[src/rtl/pds_pkg.sv]
// Shared types and constants for the PLL divider search block.
// No dependencies.
package pds_pkg;

  localparam int unsigned CfgIdxW = 3;

  typedef enum logic [CfgIdxW-1:0] {
    REG_SOURCE   = 3'd0,
    REG_MAX_SYS  = 3'd1,
    REG_PIN_LOW  = 3'd2,
    REG_PIN_HIGH = 3'd3,
    REG_N_LOW    = 3'd4,
    REG_N_HIGH   = 3'd5,
    REG_VCO_LOW  = 3'd6,
    REG_VCO_HIGH = 3'd7
  } cfg_reg_e;

  localparam logic [31:0] ErrStart = 32'hFFFF_FFFF;

  typedef enum logic [1:0] {
    DIV_PIN = 2'd0,
    DIV_N   = 2'd1,
    DIV_ACT = 2'd2
  } div_sel_e;

  typedef struct packed {
    logic     init;
    logic     div_start;
    div_sel_e div_sel;
    logic     eval_pin;
    logic     eval_n;
    logic     eval_act;
    logic     mul_pin_n;
    logic     mul_tp;
  } dp_cmd_t;

  typedef struct packed {
    logic div_done;
    logic too_high;
    logic pin_ok;
    logic n_ok;
    logic vco_ok;
    logic exact;
    logic found;
  } dp_status_t;

endpackage

[src/rtl/pll_divider_search.sv]
// PLL divider search: one result word per request word after a search of
// M over [M_LOW, M_HIGH] and P in steps of two from P_LOW up to P_HIGH, all
// through one shared divider. Each M takes a PLL input division, then each
// P trial an N division and an output division; a trial is cut short when
// it fails its N or VCO limits, and an exact match ends the search early.
// Depends on pds_pkg, pds_ctrl, pds_datapath.
module pll_divider_search import pds_pkg::*; #(
  parameter int unsigned M_LOW  = 2,
  parameter int unsigned M_HIGH = 63,
  parameter int unsigned P_LOW  = 2,
  parameter int unsigned P_HIGH = 8
) (
  input  logic        clk_i,
  input  logic        rst_ni,
  input  logic        cfg_valid_i,
  output logic        cfg_ready_o,
  input  logic [2:0]  cfg_index_i,
  input  logic [31:0] cfg_data_i,
  input  logic        s_axis_tvalid,
  output logic        s_axis_tready,
  input  logic [63:0] s_axis_tdata,  // target_hz, tolerance_hz
  output logic        m_axis_tvalid,
  input  logic        m_axis_tready,
  output logic [55:0] m_axis_tdata   // status, divider_m, multiplier_n, divider_p, out_hz
);
  dp_cmd_t    cmd;
  dp_status_t sts;
  logic [5:0] m, bm;
  logic [3:0] p, bp;
  logic [8:0] bn;
  logic [31:0] ba;
  logic       err;

  assign cfg_ready_o = 1'b1;

  pds_ctrl #(.MLow(M_LOW), .MHigh(M_HIGH), .PLow(P_LOW), .PHigh(P_HIGH)) u_ctrl (
    .clk_i, .rst_ni, .in_valid_i(s_axis_tvalid), .in_ready_o(s_axis_tready),
    .out_valid_o(m_axis_tvalid), .out_ready_i(m_axis_tready), .out_err_o(err),
    .m_o(m), .p_o(p), .cmd_o(cmd), .sts_i(sts)
  );

  pds_datapath u_dp (
    .clk_i, .rst_ni, .cfg_we_i(cfg_valid_i), .cfg_idx_i(cfg_index_i),
    .cfg_data_i, .load_i(s_axis_tvalid && s_axis_tready),
    .target_i(s_axis_tdata[31:0]), .tol_i(s_axis_tdata[63:32]),
    .m_i(m), .p_i(p), .cmd_i(cmd), .sts_o(sts),
    .best_m_o(bm), .best_n_o(bn), .best_p_o(bp), .best_act_o(ba)
  );

  assign m_axis_tdata = err ? 56'd1 : {4'd0, ba, bp, bn, bm, 1'b0};
endmodule

[src/rtl/pds_divider.sv]
// 32-bit restoring divider, one quotient bit per cycle.
// Uses no package items.
module pds_divider (
  input  logic        clk_i,
  input  logic        rst_ni,
  input  logic        start_i,
  input  logic [31:0] num_i,
  input  logic [31:0] den_i,
  output logic        done_o,
  output logic [31:0] quo_o
);
  logic [31:0] rem_q, rem_d, quo_q, quo_d;
  logic [5:0]  cnt_q, cnt_d;
  logic        busy_q, busy_d, done_q, done_d;
  logic [31:0] den_q, den_d;
  logic [32:0] trial;

  always_comb begin
    rem_d = rem_q; quo_d = quo_q; cnt_d = cnt_q; busy_d = busy_q; done_d = 1'b0;
    den_d = den_q;
    trial = {rem_q, quo_q[31]} - {1'b0, den_q};
    if (start_i) begin
      rem_d = '0; quo_d = num_i; den_d = den_i; cnt_d = 6'd32; busy_d = 1'b1;
    end else if (busy_q) begin
      if (!trial[32]) begin
        rem_d = trial[31:0]; quo_d = {quo_q[30:0], 1'b1};
      end else begin
        rem_d = {rem_q[30:0], quo_q[31]}; quo_d = {quo_q[30:0], 1'b0};
      end
      cnt_d = cnt_q - 6'd1;
      if (cnt_q == 6'd1) begin
        busy_d = 1'b0; done_d = 1'b1;
      end
    end
  end

  always_ff @(posedge clk_i or negedge rst_ni) begin
    if (!rst_ni) begin
      busy_q <= 1'b0; done_q <= 1'b0; cnt_q <= '0;
    end else begin
      busy_q <= busy_d; done_q <= done_d; cnt_q <= cnt_d;
    end
  end

  always_ff @(posedge clk_i) begin
    rem_q <= rem_d; quo_q <= quo_d; den_q <= den_d;
  end

  assign done_o = done_q;
  assign quo_o  = quo_q;
endmodule

[src/rtl/pds_datapath.sv]
// Datapath: config registers, trial arithmetic, best-divider tracking.
// Depends on pds_pkg and pds_divider.
module pds_datapath import pds_pkg::*; (
  input  logic        clk_i,
  input  logic        rst_ni,
  input  logic        cfg_we_i,
  input  logic [CfgIdxW-1:0] cfg_idx_i,
  input  logic [31:0] cfg_data_i,
  input  logic        load_i,
  input  logic [31:0] target_i,
  input  logic [31:0] tol_i,
  input  logic [5:0]  m_i,
  input  logic [3:0]  p_i,
  input  dp_cmd_t     cmd_i,
  output dp_status_t  sts_o,
  output logic [5:0]  best_m_o,
  output logic [8:0]  best_n_o,
  output logic [3:0]  best_p_o,
  output logic [31:0] best_act_o
);
  logic [31:0] src_q, maxs_q, pinl_q, pinh_q, vcol_q, vcoh_q;
  logic [8:0]  nl_q, nh_q;
  logic [31:0] tgt_q, tol_q, pin_q, n_q, prod_q, best_err_q, best_act_q;
  logic [5:0]  best_m_q;
  logic [8:0]  best_n_q;
  logic [3:0]  best_p_q;
  logic        pin_ok_q, n_ok_q, vco_ok_q, exact_q, found_q;
  logic [31:0] num, den, quo, err;
  logic        ddone;
  logic [63:0] mprod;

  always_ff @(posedge clk_i or negedge rst_ni) begin
    if (!rst_ni) begin
      src_q <= 32'd16000000; maxs_q <= 32'd168000000; pinl_q <= 32'd1000000;
      pinh_q <= 32'd2000000; nl_q <= 9'd50; nh_q <= 9'd432;
      vcol_q <= 32'd100000000; vcoh_q <= 32'd432000000;
    end else if (cfg_we_i) begin
      unique case (cfg_reg_e'(cfg_idx_i))
        REG_SOURCE:   src_q  <= cfg_data_i;
        REG_MAX_SYS:  maxs_q <= cfg_data_i;
        REG_PIN_LOW:  pinl_q <= cfg_data_i;
        REG_PIN_HIGH: pinh_q <= cfg_data_i;
        REG_N_LOW:    nl_q   <= cfg_data_i[8:0];
        REG_N_HIGH:   nh_q   <= cfg_data_i[8:0];
        REG_VCO_LOW:  vcol_q <= cfg_data_i;
        REG_VCO_HIGH: vcoh_q <= cfg_data_i;
        default: ;
      endcase
    end
  end

  always_comb begin
    unique case (cmd_i.div_sel)
      DIV_PIN: begin num = src_q;  den = {26'd0, m_i}; end
      DIV_N:   begin num = prod_q; den = pin_q; end
      DIV_ACT: begin num = prod_q; den = {28'd0, p_i}; end
      default: begin num = prod_q; den = pin_q; end
    endcase
  end

  pds_divider u_div (
    .clk_i, .rst_ni, .start_i(cmd_i.div_start), .num_i(num), .den_i(den),
    .done_o(ddone), .quo_o(quo)
  );

  assign mprod = cmd_i.mul_tp ? tgt_q * {28'd0, p_i} : pin_q * n_q;
  assign err = (quo > tgt_q) ? quo - tgt_q : tgt_q - quo;

  always_ff @(posedge clk_i or negedge rst_ni) begin
    if (!rst_ni) begin
      found_q <= 1'b0; exact_q <= 1'b0; pin_ok_q <= 1'b0; n_ok_q <= 1'b0;
      vco_ok_q <= 1'b0;
    end else begin
      if (cmd_i.init) begin
        found_q <= 1'b0; exact_q <= 1'b0;
      end
      if (cmd_i.eval_pin)
        pin_ok_q <= quo != '0 && quo >= pinl_q && quo <= pinh_q;
      if (cmd_i.eval_n)
        n_ok_q <= quo >= {23'd0, nl_q} && quo <= {23'd0, nh_q};
      if (cmd_i.mul_pin_n)
        vco_ok_q <= mprod[31:0] >= vcol_q && mprod[31:0] <= vcoh_q;
      if (cmd_i.eval_act && err < best_err_q && err <= tol_q) begin
        found_q <= 1'b1;
        if (err == '0) exact_q <= 1'b1;
      end
    end
  end

  always_ff @(posedge clk_i) begin
    if (load_i) begin
      tgt_q <= target_i; tol_q <= tol_i;
    end
    if (cmd_i.init) best_err_q <= ErrStart;
    if (cmd_i.eval_pin) pin_q <= quo;
    if (cmd_i.eval_n) n_q <= quo;
    if (cmd_i.mul_tp || cmd_i.mul_pin_n) prod_q <= mprod[31:0];
    if (cmd_i.eval_act && err < best_err_q && err <= tol_q) begin
      best_err_q <= err; best_act_q <= quo; best_m_q <= m_i;
      best_n_q <= n_q[8:0]; best_p_q <= p_i;
    end
  end

  assign sts_o.div_done = ddone;
  assign sts_o.too_high = tgt_q > maxs_q;
  assign sts_o.pin_ok   = pin_ok_q;
  assign sts_o.n_ok     = n_ok_q;
  assign sts_o.vco_ok   = vco_ok_q;
  assign sts_o.exact    = exact_q;
  assign sts_o.found    = found_q;
  assign best_m_o   = best_m_q;
  assign best_n_o   = best_n_q;
  assign best_p_o   = best_p_q;
  assign best_act_o = best_act_q;
endmodule

[src/rtl/pds_ctrl.sv]
// Search sequencer: walks M and P and issues datapath commands.
// Depends on pds_pkg.
module pds_ctrl import pds_pkg::*; #(
  parameter int unsigned MLow  = 2,
  parameter int unsigned MHigh = 63,
  parameter int unsigned PLow  = 2,
  parameter int unsigned PHigh = 8
) (
  input  logic       clk_i,
  input  logic       rst_ni,
  input  logic       in_valid_i,
  output logic       in_ready_o,
  output logic       out_valid_o,
  input  logic       out_ready_i,
  output logic       out_err_o,
  output logic [5:0] m_o,
  output logic [3:0] p_o,
  output dp_cmd_t    cmd_o,
  input  dp_status_t sts_i
);
  typedef enum logic [3:0] {
    S_IDLE, S_CHECK, S_MSTART, S_MWAIT, S_PCHK, S_TP, S_NSTART, S_NWAIT, S_NCHK,
    S_VCO, S_VCHK, S_AWAIT, S_NEXTP, S_NEXTM, S_DONE
  } state_e;

  state_e     st_q;
  logic [6:0] m_q;
  logic [4:0] p_q;
  logic       err_q;

  assign in_ready_o  = st_q == S_IDLE;
  assign out_valid_o = st_q == S_DONE;
  assign out_err_o   = err_q;
  assign m_o = m_q[5:0];
  assign p_o = p_q[3:0];

  always_comb begin
    cmd_o = '0;
    cmd_o.div_sel = DIV_PIN;
    unique case (st_q)
      S_IDLE:   cmd_o.init = in_valid_i;
      S_MSTART: cmd_o.div_start = 1'b1;
      S_MWAIT:  cmd_o.eval_pin = sts_i.div_done;
      S_TP:     cmd_o.mul_tp = 1'b1;
      S_NSTART: begin cmd_o.div_sel = DIV_N; cmd_o.div_start = 1'b1; end
      S_NWAIT:  begin cmd_o.div_sel = DIV_N; cmd_o.eval_n = sts_i.div_done; end
      S_VCO:    cmd_o.mul_pin_n = 1'b1;
      S_VCHK:   begin cmd_o.div_sel = DIV_ACT; cmd_o.div_start = sts_i.vco_ok; end
      S_AWAIT:  begin cmd_o.div_sel = DIV_ACT; cmd_o.eval_act = sts_i.div_done; end
      default: ;
    endcase
  end

  always_ff @(posedge clk_i or negedge rst_ni) begin
    if (!rst_ni) begin
      st_q <= S_IDLE; m_q <= '0; p_q <= '0; err_q <= 1'b0;
    end else begin
      unique case (st_q)
        S_IDLE: if (in_valid_i) st_q <= S_CHECK;
        S_CHECK: begin
          m_q <= 7'(MLow); err_q <= 1'b0;
          if (sts_i.too_high) begin
            err_q <= 1'b1; st_q <= S_DONE;
          end else if (MLow > MHigh) begin
            err_q <= 1'b1; st_q <= S_DONE;
          end else st_q <= (MLow == 0) ? S_NEXTM : S_MSTART;
        end
        S_MSTART: st_q <= S_MWAIT;
        S_MWAIT: if (sts_i.div_done) st_q <= S_PCHK;
        S_PCHK: begin
          p_q <= 5'(PLow);
          st_q <= (sts_i.pin_ok && PLow <= PHigh) ? S_TP : S_NEXTM;
        end
        S_TP: st_q <= S_NSTART;
        S_NSTART: st_q <= S_NWAIT;
        S_NWAIT: if (sts_i.div_done) st_q <= S_NCHK;
        S_NCHK: st_q <= sts_i.n_ok ? S_VCO : S_NEXTP;
        S_VCO: st_q <= S_VCHK;
        S_VCHK: st_q <= sts_i.vco_ok ? S_AWAIT : S_NEXTP;
        S_AWAIT: if (sts_i.div_done) st_q <= S_NEXTP;
        S_NEXTP: begin
          if (sts_i.exact) st_q <= S_NEXTM;
          else if (p_q + 5'd2 > 5'(PHigh)) st_q <= S_NEXTM;
          else begin p_q <= p_q + 5'd2; st_q <= S_TP; end
        end
        S_NEXTM: begin
          if (sts_i.exact || m_q >= 7'(MHigh)) begin
            err_q <= !sts_i.found; st_q <= S_DONE;
          end else begin
            m_q <= m_q + 7'd1; st_q <= S_MSTART;
          end
        end
        S_DONE: if (out_ready_i) st_q <= S_IDLE;
        default: st_q <= S_IDLE;
      endcase
    end
  end
endmodule

[config.mk]
export PLATFORM = sky130hd
export DESIGN_NAME = pll_divider_search
export DESIGN_NICKNAME = d
export VERILOG_FILES = /design/src/rtl/pds_pkg.sv /design/src/rtl/pll_divider_search.sv /design/src/rtl/pds_divider.sv /design/src/rtl/pds_datapath.sv /design/src/rtl/pds_ctrl.sv
export SDC_FILE = /design/constraint.sdc
export NUM_CORES = 2
export LEC_CHECK = 0
export BUFFER_PORTS_ARGS = -buffer_cell sky130_fd_sc_hd__buf_2
export CORE_MARGIN = 2
export CORE_UTILIZATION = 39
export DETAILED_ROUTE_END_ITERATION = 8
export PLACE_DENSITY_LB_ADDON = 0.25
export SLEW_MARGIN = 30
export SYNTH_ARGS = -nofsm -noshare
export SYNTH_HDL_FRONTEND = slang
export SYNTH_SLANG_ARGS = --single-unit
export TNS_END_PERCENT = 1
[constraint.sdc]
create_clock -name clk_i -period 24.9 [get_ports clk_i]
set_clock_uncertainty 0.1 [all_clocks]
set_input_delay 2.49 -clock clk_i [delete_from_list [all_inputs] [get_ports clk_i]]
set_output_delay 2.49 -clock clk_i [all_outputs]
set_load 0.01 [all_outputs]
; ---- After elaboration in Yosys (flattened, before gate mapping)
; Index checks and enable logic that the tools add are counted.
[totals]
register_bits = 579
output_inout_bits = 59
elab_cells = 172
in_bits = 104
[classes]
n_lt_le_gt_ge = 12
eq_ne = 32
multipliers = 2
add_sub_neg = 6
mux = 53
reduce_logical = 34
[ops]
columns = op, count
row1 = 2-to-1 mux 32 bit, 8
row2 = less-or-equal comparator 32 bit, 3
row3 = >= comparator 32 bit, 2
row4 = greater-than comparator 32 bit, 2
row5 = case mux 32 bit (2 select lines), 1
row6 = subtractor 32 bit, 2
row7 = case mux 4 bit (15 select lines), 1
row8 = 2-to-1 mux 52 bit, 1
row9 = 2-to-1 mux 4 bit, 10
row10 = subtractor 33 x 32 -> 33 bit, 1
row11 = >= comparator 32 x 9 -> 1 bit, 1
row12 = less-or-equal comparator 32 x 9 -> 1 bit, 1
row13 = zero test 32 bit, 1
row14 = < comparator 32 bit, 1
row15 = multiplier 32 x 32 -> 32 bit, 1
row16 = multiplier 32 x 4 -> 32 bit, 1
row17 = nonzero test 32 bit, 1
row18 = "equality test 4 bit, second input constant", 7
row19 = 2-to-1 mux 1 bit, 20
row20 = AND reduction 2 bit, 10
row21 = "equality test 4 x 3 -> 1 bit, second input constant", 4
row22 = case mux 7 bit (2 select lines), 1
row23 = "equality test 3 bit, second input constant", 4
row24 = 2-to-1 mux 6 bit, 2
row25 = 29 further kinds, 53

; ---- Longest topological paths before layout
[depth]
word_depth = 6
mapped_depth = 40
mapped_depth_nobuf = 38

; ---- By module
; Synthesis repeated with hierarchy kept, for this count alone.
[hier_totals]
cells_unflattened = 5406
hier_area_um2 = 53030.9
[modules_own_cells]
columns = mod, area_each_um2, cells_each, n_inst, seq_area_each_um2
row1 = pds_datapath, 45503.6, 4611, 1, 12756.0
row2 = pds_divider, 5888.1, 582, 1, 2762.6
row3 = pds_ctrl, 1236.2, 148, 1, 400.4
row4 = pll_divider_search, 402.9, 65, 1, 0.0

; ---- Least setup slack after synthesis
; OpenSTA, ideal clock, no wires.
[synth_timing]
path_type = register to register
startpoint = register u_dp.n_q[4]
endpoint = register u_dp.vco_ok_q
t_required_ps = 24690
stages_incl_launch_ff = 39
arrival_ps = 8509
path_slack_ps = 16181
n_path_buf = 2
cell_sequence = edfxtp_1 -> clkbuf_1 -> clkbuf_1 -> and2_1 -> fa_1 -> inv_1 -> fa_1 -> fa_1 -> fa_1 -> inv_1 -> fa_1 -> inv_1 -> fa_1 -> inv_1 -> fa_1 -> fa_1 -> ha_1 -> and2_1 -> [3 not listed] -> o41a_1 -> a21oi_1 -> o21ai_0 -> a21oi_1 -> xor2_1 -> o21ai_0 -> ha_1 -> a21o_1 -> a21oi_1 -> nor2b_1 -> o21ai_0 -> nand2b_1 -> a21o_1 -> a21oi_1 -> o21ai_0 -> a21oi_1 -> a31oi_1 -> o41ai_1
[synth_between]
elab_chain_len = 4
elab_cells_between_ends = 5
[synth_rtl]
columns = item, line_no
row1 = "start, declared", pds_datapath.sv:23  ; logic [31:0] tgt_q, tol_q, pin_q, n_q, prod_q, best_err_q, best_act_q;
row2 = "start signal, assigned", pds_datapath.sv:96  ; if (cmd_i.eval_n) n_q <= quo;
row3 = multiplier 32 x 32 -> 32 bit (*), pds_datapath.sv:66  ; assign mprod = cmd_i.mul_tp ? tgt_q * {28'd0, p_i} : pin_q * n_q;
row4 = 2-to-1 mux 32 bit (*), pds_datapath.sv:66
row5 = named net u_dp.mprod[26], pds_datapath.sv:30  ; logic [63:0] mprod;
row6 = >= comparator 32 bit / less-or-equal comparator 32 bit (equally long branches), pds_datapath.sv:82  ; vco_ok_q <= mprod[31:0] >= vcol_q && mprod[31:0] <= vcoh_q;
row7 = logical AND 1 bit (*), pds_datapath.sv:82
row8 = "end signal, assigned", pds_datapath.sv:82
row9 = "end, declared", pds_datapath.sv:27  ; logic pin_ok_q, n_ok_q, vco_ok_q, exact_q, found_q;
; The timed path passes the listed nets; every way through them passes the cells marked *.
; A chain may end at the register's enable or synchronous reset.

; ---- Worst setup path in the final report
; Ends and elaborated chain as after synthesis.

==> flow_metrics.tcl <==
set metrics [dict create \
    tightest_slew_ps 1020 \
    num_io_pins 163 \
    grt_pass1_vias 38638 \
    final_common_cell "inv_1" \
    path_max_fanout 29 \
    power.leakage_uw 0.0263 \
    yosysWarnings 0 \
    core_area_um2 131000 \
    final_nets 6480 \
    post_cts_resized 0 \
    min_path_cells 0 \
    overflow 0 \
    ys_types 88 \
    r2r_cells 36 \
    maxCapViolCount 0 \
    min_path_type "reg2reg" \
    pre_cts_slack_ps 15240 \
    cts_made_buffers 67 \
    avgSynthCellArea_um2 9.68 \
    seq_area_frac_synth_pct 30.9 \
    final_max_slew_viol_count 0 \
    mostFrequentLayoutCells "inv_1 (829), nand2_1 (622), ha_1 (522), fa_1 (439), and2_1 (316)" \
    drc 0 \
    syn-cell-area_um2 51500 \
    area_growth_syn_to_layout_pct 9.77 \
    grt_setup_unrepaired "no" \
    rows 133 \
    grt_max_degree 122 \
    ant_nets 0 \
    htree_levels 3 \
    fp.dieW_um 367 \
    antenna_found_initial 30 \
    timing.fmax_mhz 103 \
    min_period_ps 9700 \
    cts_sinks 577 \
    vias_per_cell 5.29 \
    crit_top_cell "fa_1" \
    grt_usage_pct 23.4 \
    path_clk_slew_ps 60 \
    vias 38230 \
    setup.worst_path.class "reg2reg" \
    vdd_drop_max_mv 0.0775 \
    die_height_um 367 \
    cts_tree "built" \
    status "finished, final reports clean" \
    dp_hpwl_mm 119 \
    post_drt_wl_per_cell_um 21.7 \
    startpoint_type "flop" \
    worstSkewPairLatency_ps 660 \
    critPathSlowestCell "edfxtp_1" \
    fin_crit_sh_pct 39.0 \
    hold_viol 0 \
    maxSlewHeadroom_pct 32.1 \
    grt_pass1_wl_mm 239 \
    required_ps 25340 \
    synthFlopType "edfxtp_1" \
    setup_viol 0 \
    drt_iter0_markers 2889 \
    drive_gt1_share_pct 10.8 \
    hold_buffers 0 \
    postSynth.asyncResetShare_pct 41.4 \
    finalWeightedCongestion 0.888 \
    clockBufferDepth 3 \
    synth_edf_count 306 \
    worstPathArrival_ps 10140 \
    powerDensity_nw_per_um2 116 \
    initial_core_util_pct 39.2 \
    die_area_um2 135000 \
    drt-total-wl_mm 157 \
    syn-instance-count 5320 \
    cts-root-buf "clkbuf_16" \
    setup_ws_ps 15200 \
    cpPeakStageDelay_ps 1020 \
    endpoint_kind "flop" \
    postCtsSetupBuffers 0 \
    ys_ff_latch 577 \
    dr.pass1.iters 5 \
    setup_tns_ps 0 \
    portBuffers 156 \
]
cell type report:
cell class / instances / area, µm²
flip-flops and latches: 577 / 15900
inverters: 832 / 3130
multi-input cells: 3693 / 31600
clock inverters: 32 / 279
diodes: 1 / 2.50
well taps: 1755 / 2200
clock buffers: 90 / 1890
repair buffers: 244 / 1510
fillers: 12715 / 74800
kinds of logic (layout without fill, tap and decap cells):
kind of cell	count (synthesis)	in the layout	share of synthesized area, %
buffers and inverters	1057	1198	7.92
AND/OR/NAND/NOR	1566	1566	15.1
AO/OA/AOI/OAI	823	823	9.94
XOR/XNOR	169	169	2.87
flip-flops	577	577	30.9
adder cells (fa/ha/maj)	962	962	29.8
other	2	10	0.0146
multiplexers	164	164	3.54
power breakdown:
part           internal [µW]  switching, µW
sequential              1320            162
clock                    567            428
combinational           1580           2520
layer usage:
metal / track usage [%] / share of wire (%)
met5: 0 / 0.13
met3: 4.63 / 7.0
met1: 31.2 / 43
met2: 38.4 / 47
met4: 6.91 / 3.0
metrics by stage:
| step | hold slack (ps) | instances | util, % | instance area [µm²] | power (µW) |
|---|---|---|---|---|---|
| after detailed placement | 341 | 7098 | 41.4 | 54300 | 5550 |
| after global placement | 344 | 7097 | 41.3 | 54300 | 5490 |
| final | 362 | 7224 | 43.1 | 56500 | 6580 |
| after CTS | 355 | 7220 | 43.0 | 56500 | 6580 |
| after global routing | 365 | 7223 | 43.0 | 56500 | 7130 |
| after floorplan | 323 | 5327 | - | 51500 | 4280 |
Yosys cell counts, types with 17 or more instances:
cell,number,area [µm²]
mux2i_1,20,200
edfxtp_1,306,9190
a21o_1,107,803
nor2_1,182,683
mux2_2,144,1620
or3_1,17,106
and2_1,316,1980
nand3_1,45,225
nor2b_1,102,638
inv_1,832,3120
fa_1,439,8790
nand2_1,622,2330
xor2_1,59,517
buf_4,21,158
a21oi_1,210,1050
ha_1,522,6530
dfrtp_1,176,4400
dfxtp_1,32,641
nand4_1,64,400
nand2b_1,66,413
o21a_1,49,368
a31oi_1,66,413
clkbuf_1,185,694
nor3_1,45,225
and3_1,43,269
o21ai_0,232,1160
nor4_1,20,125
xnor2_1,110,963
dfstp_2,63,1660
path summary, 6_finish.rpt:
kind / startpoint / to / slack, ps
max: u_dp.n_q[4] / u_dp.vco_ok_q / 15200
min: u_ctrl.p_q[2] / u_dp.best_p_o[2] / 360
max reg2reg: u_dp.n_q[4] / u_dp.vco_ok_q / 15200
min reg2reg: u_ctrl.p_q[2] / u_dp.best_p_o[2] / 360
max in group asynchronous: rst_ni / u_ctrl.out_err_o / 21430
min in group asynchronous: rst_ni / u_dp.vcol_q[4] / 1670
critical path: cells and delay by family, from the launching register on:
kind / cells / cell delay [ps]
adders and majority gates: 10 / 3900
AOI/OAI and AO/OA: 18 / 3860
DFF: 1 / 1020
and+or+nand+nor: 3 / 370
buffers and inverters: 4 / 250
xor gates and xnor gates: 1 / 80
Power figures use the tool's default switching activity.
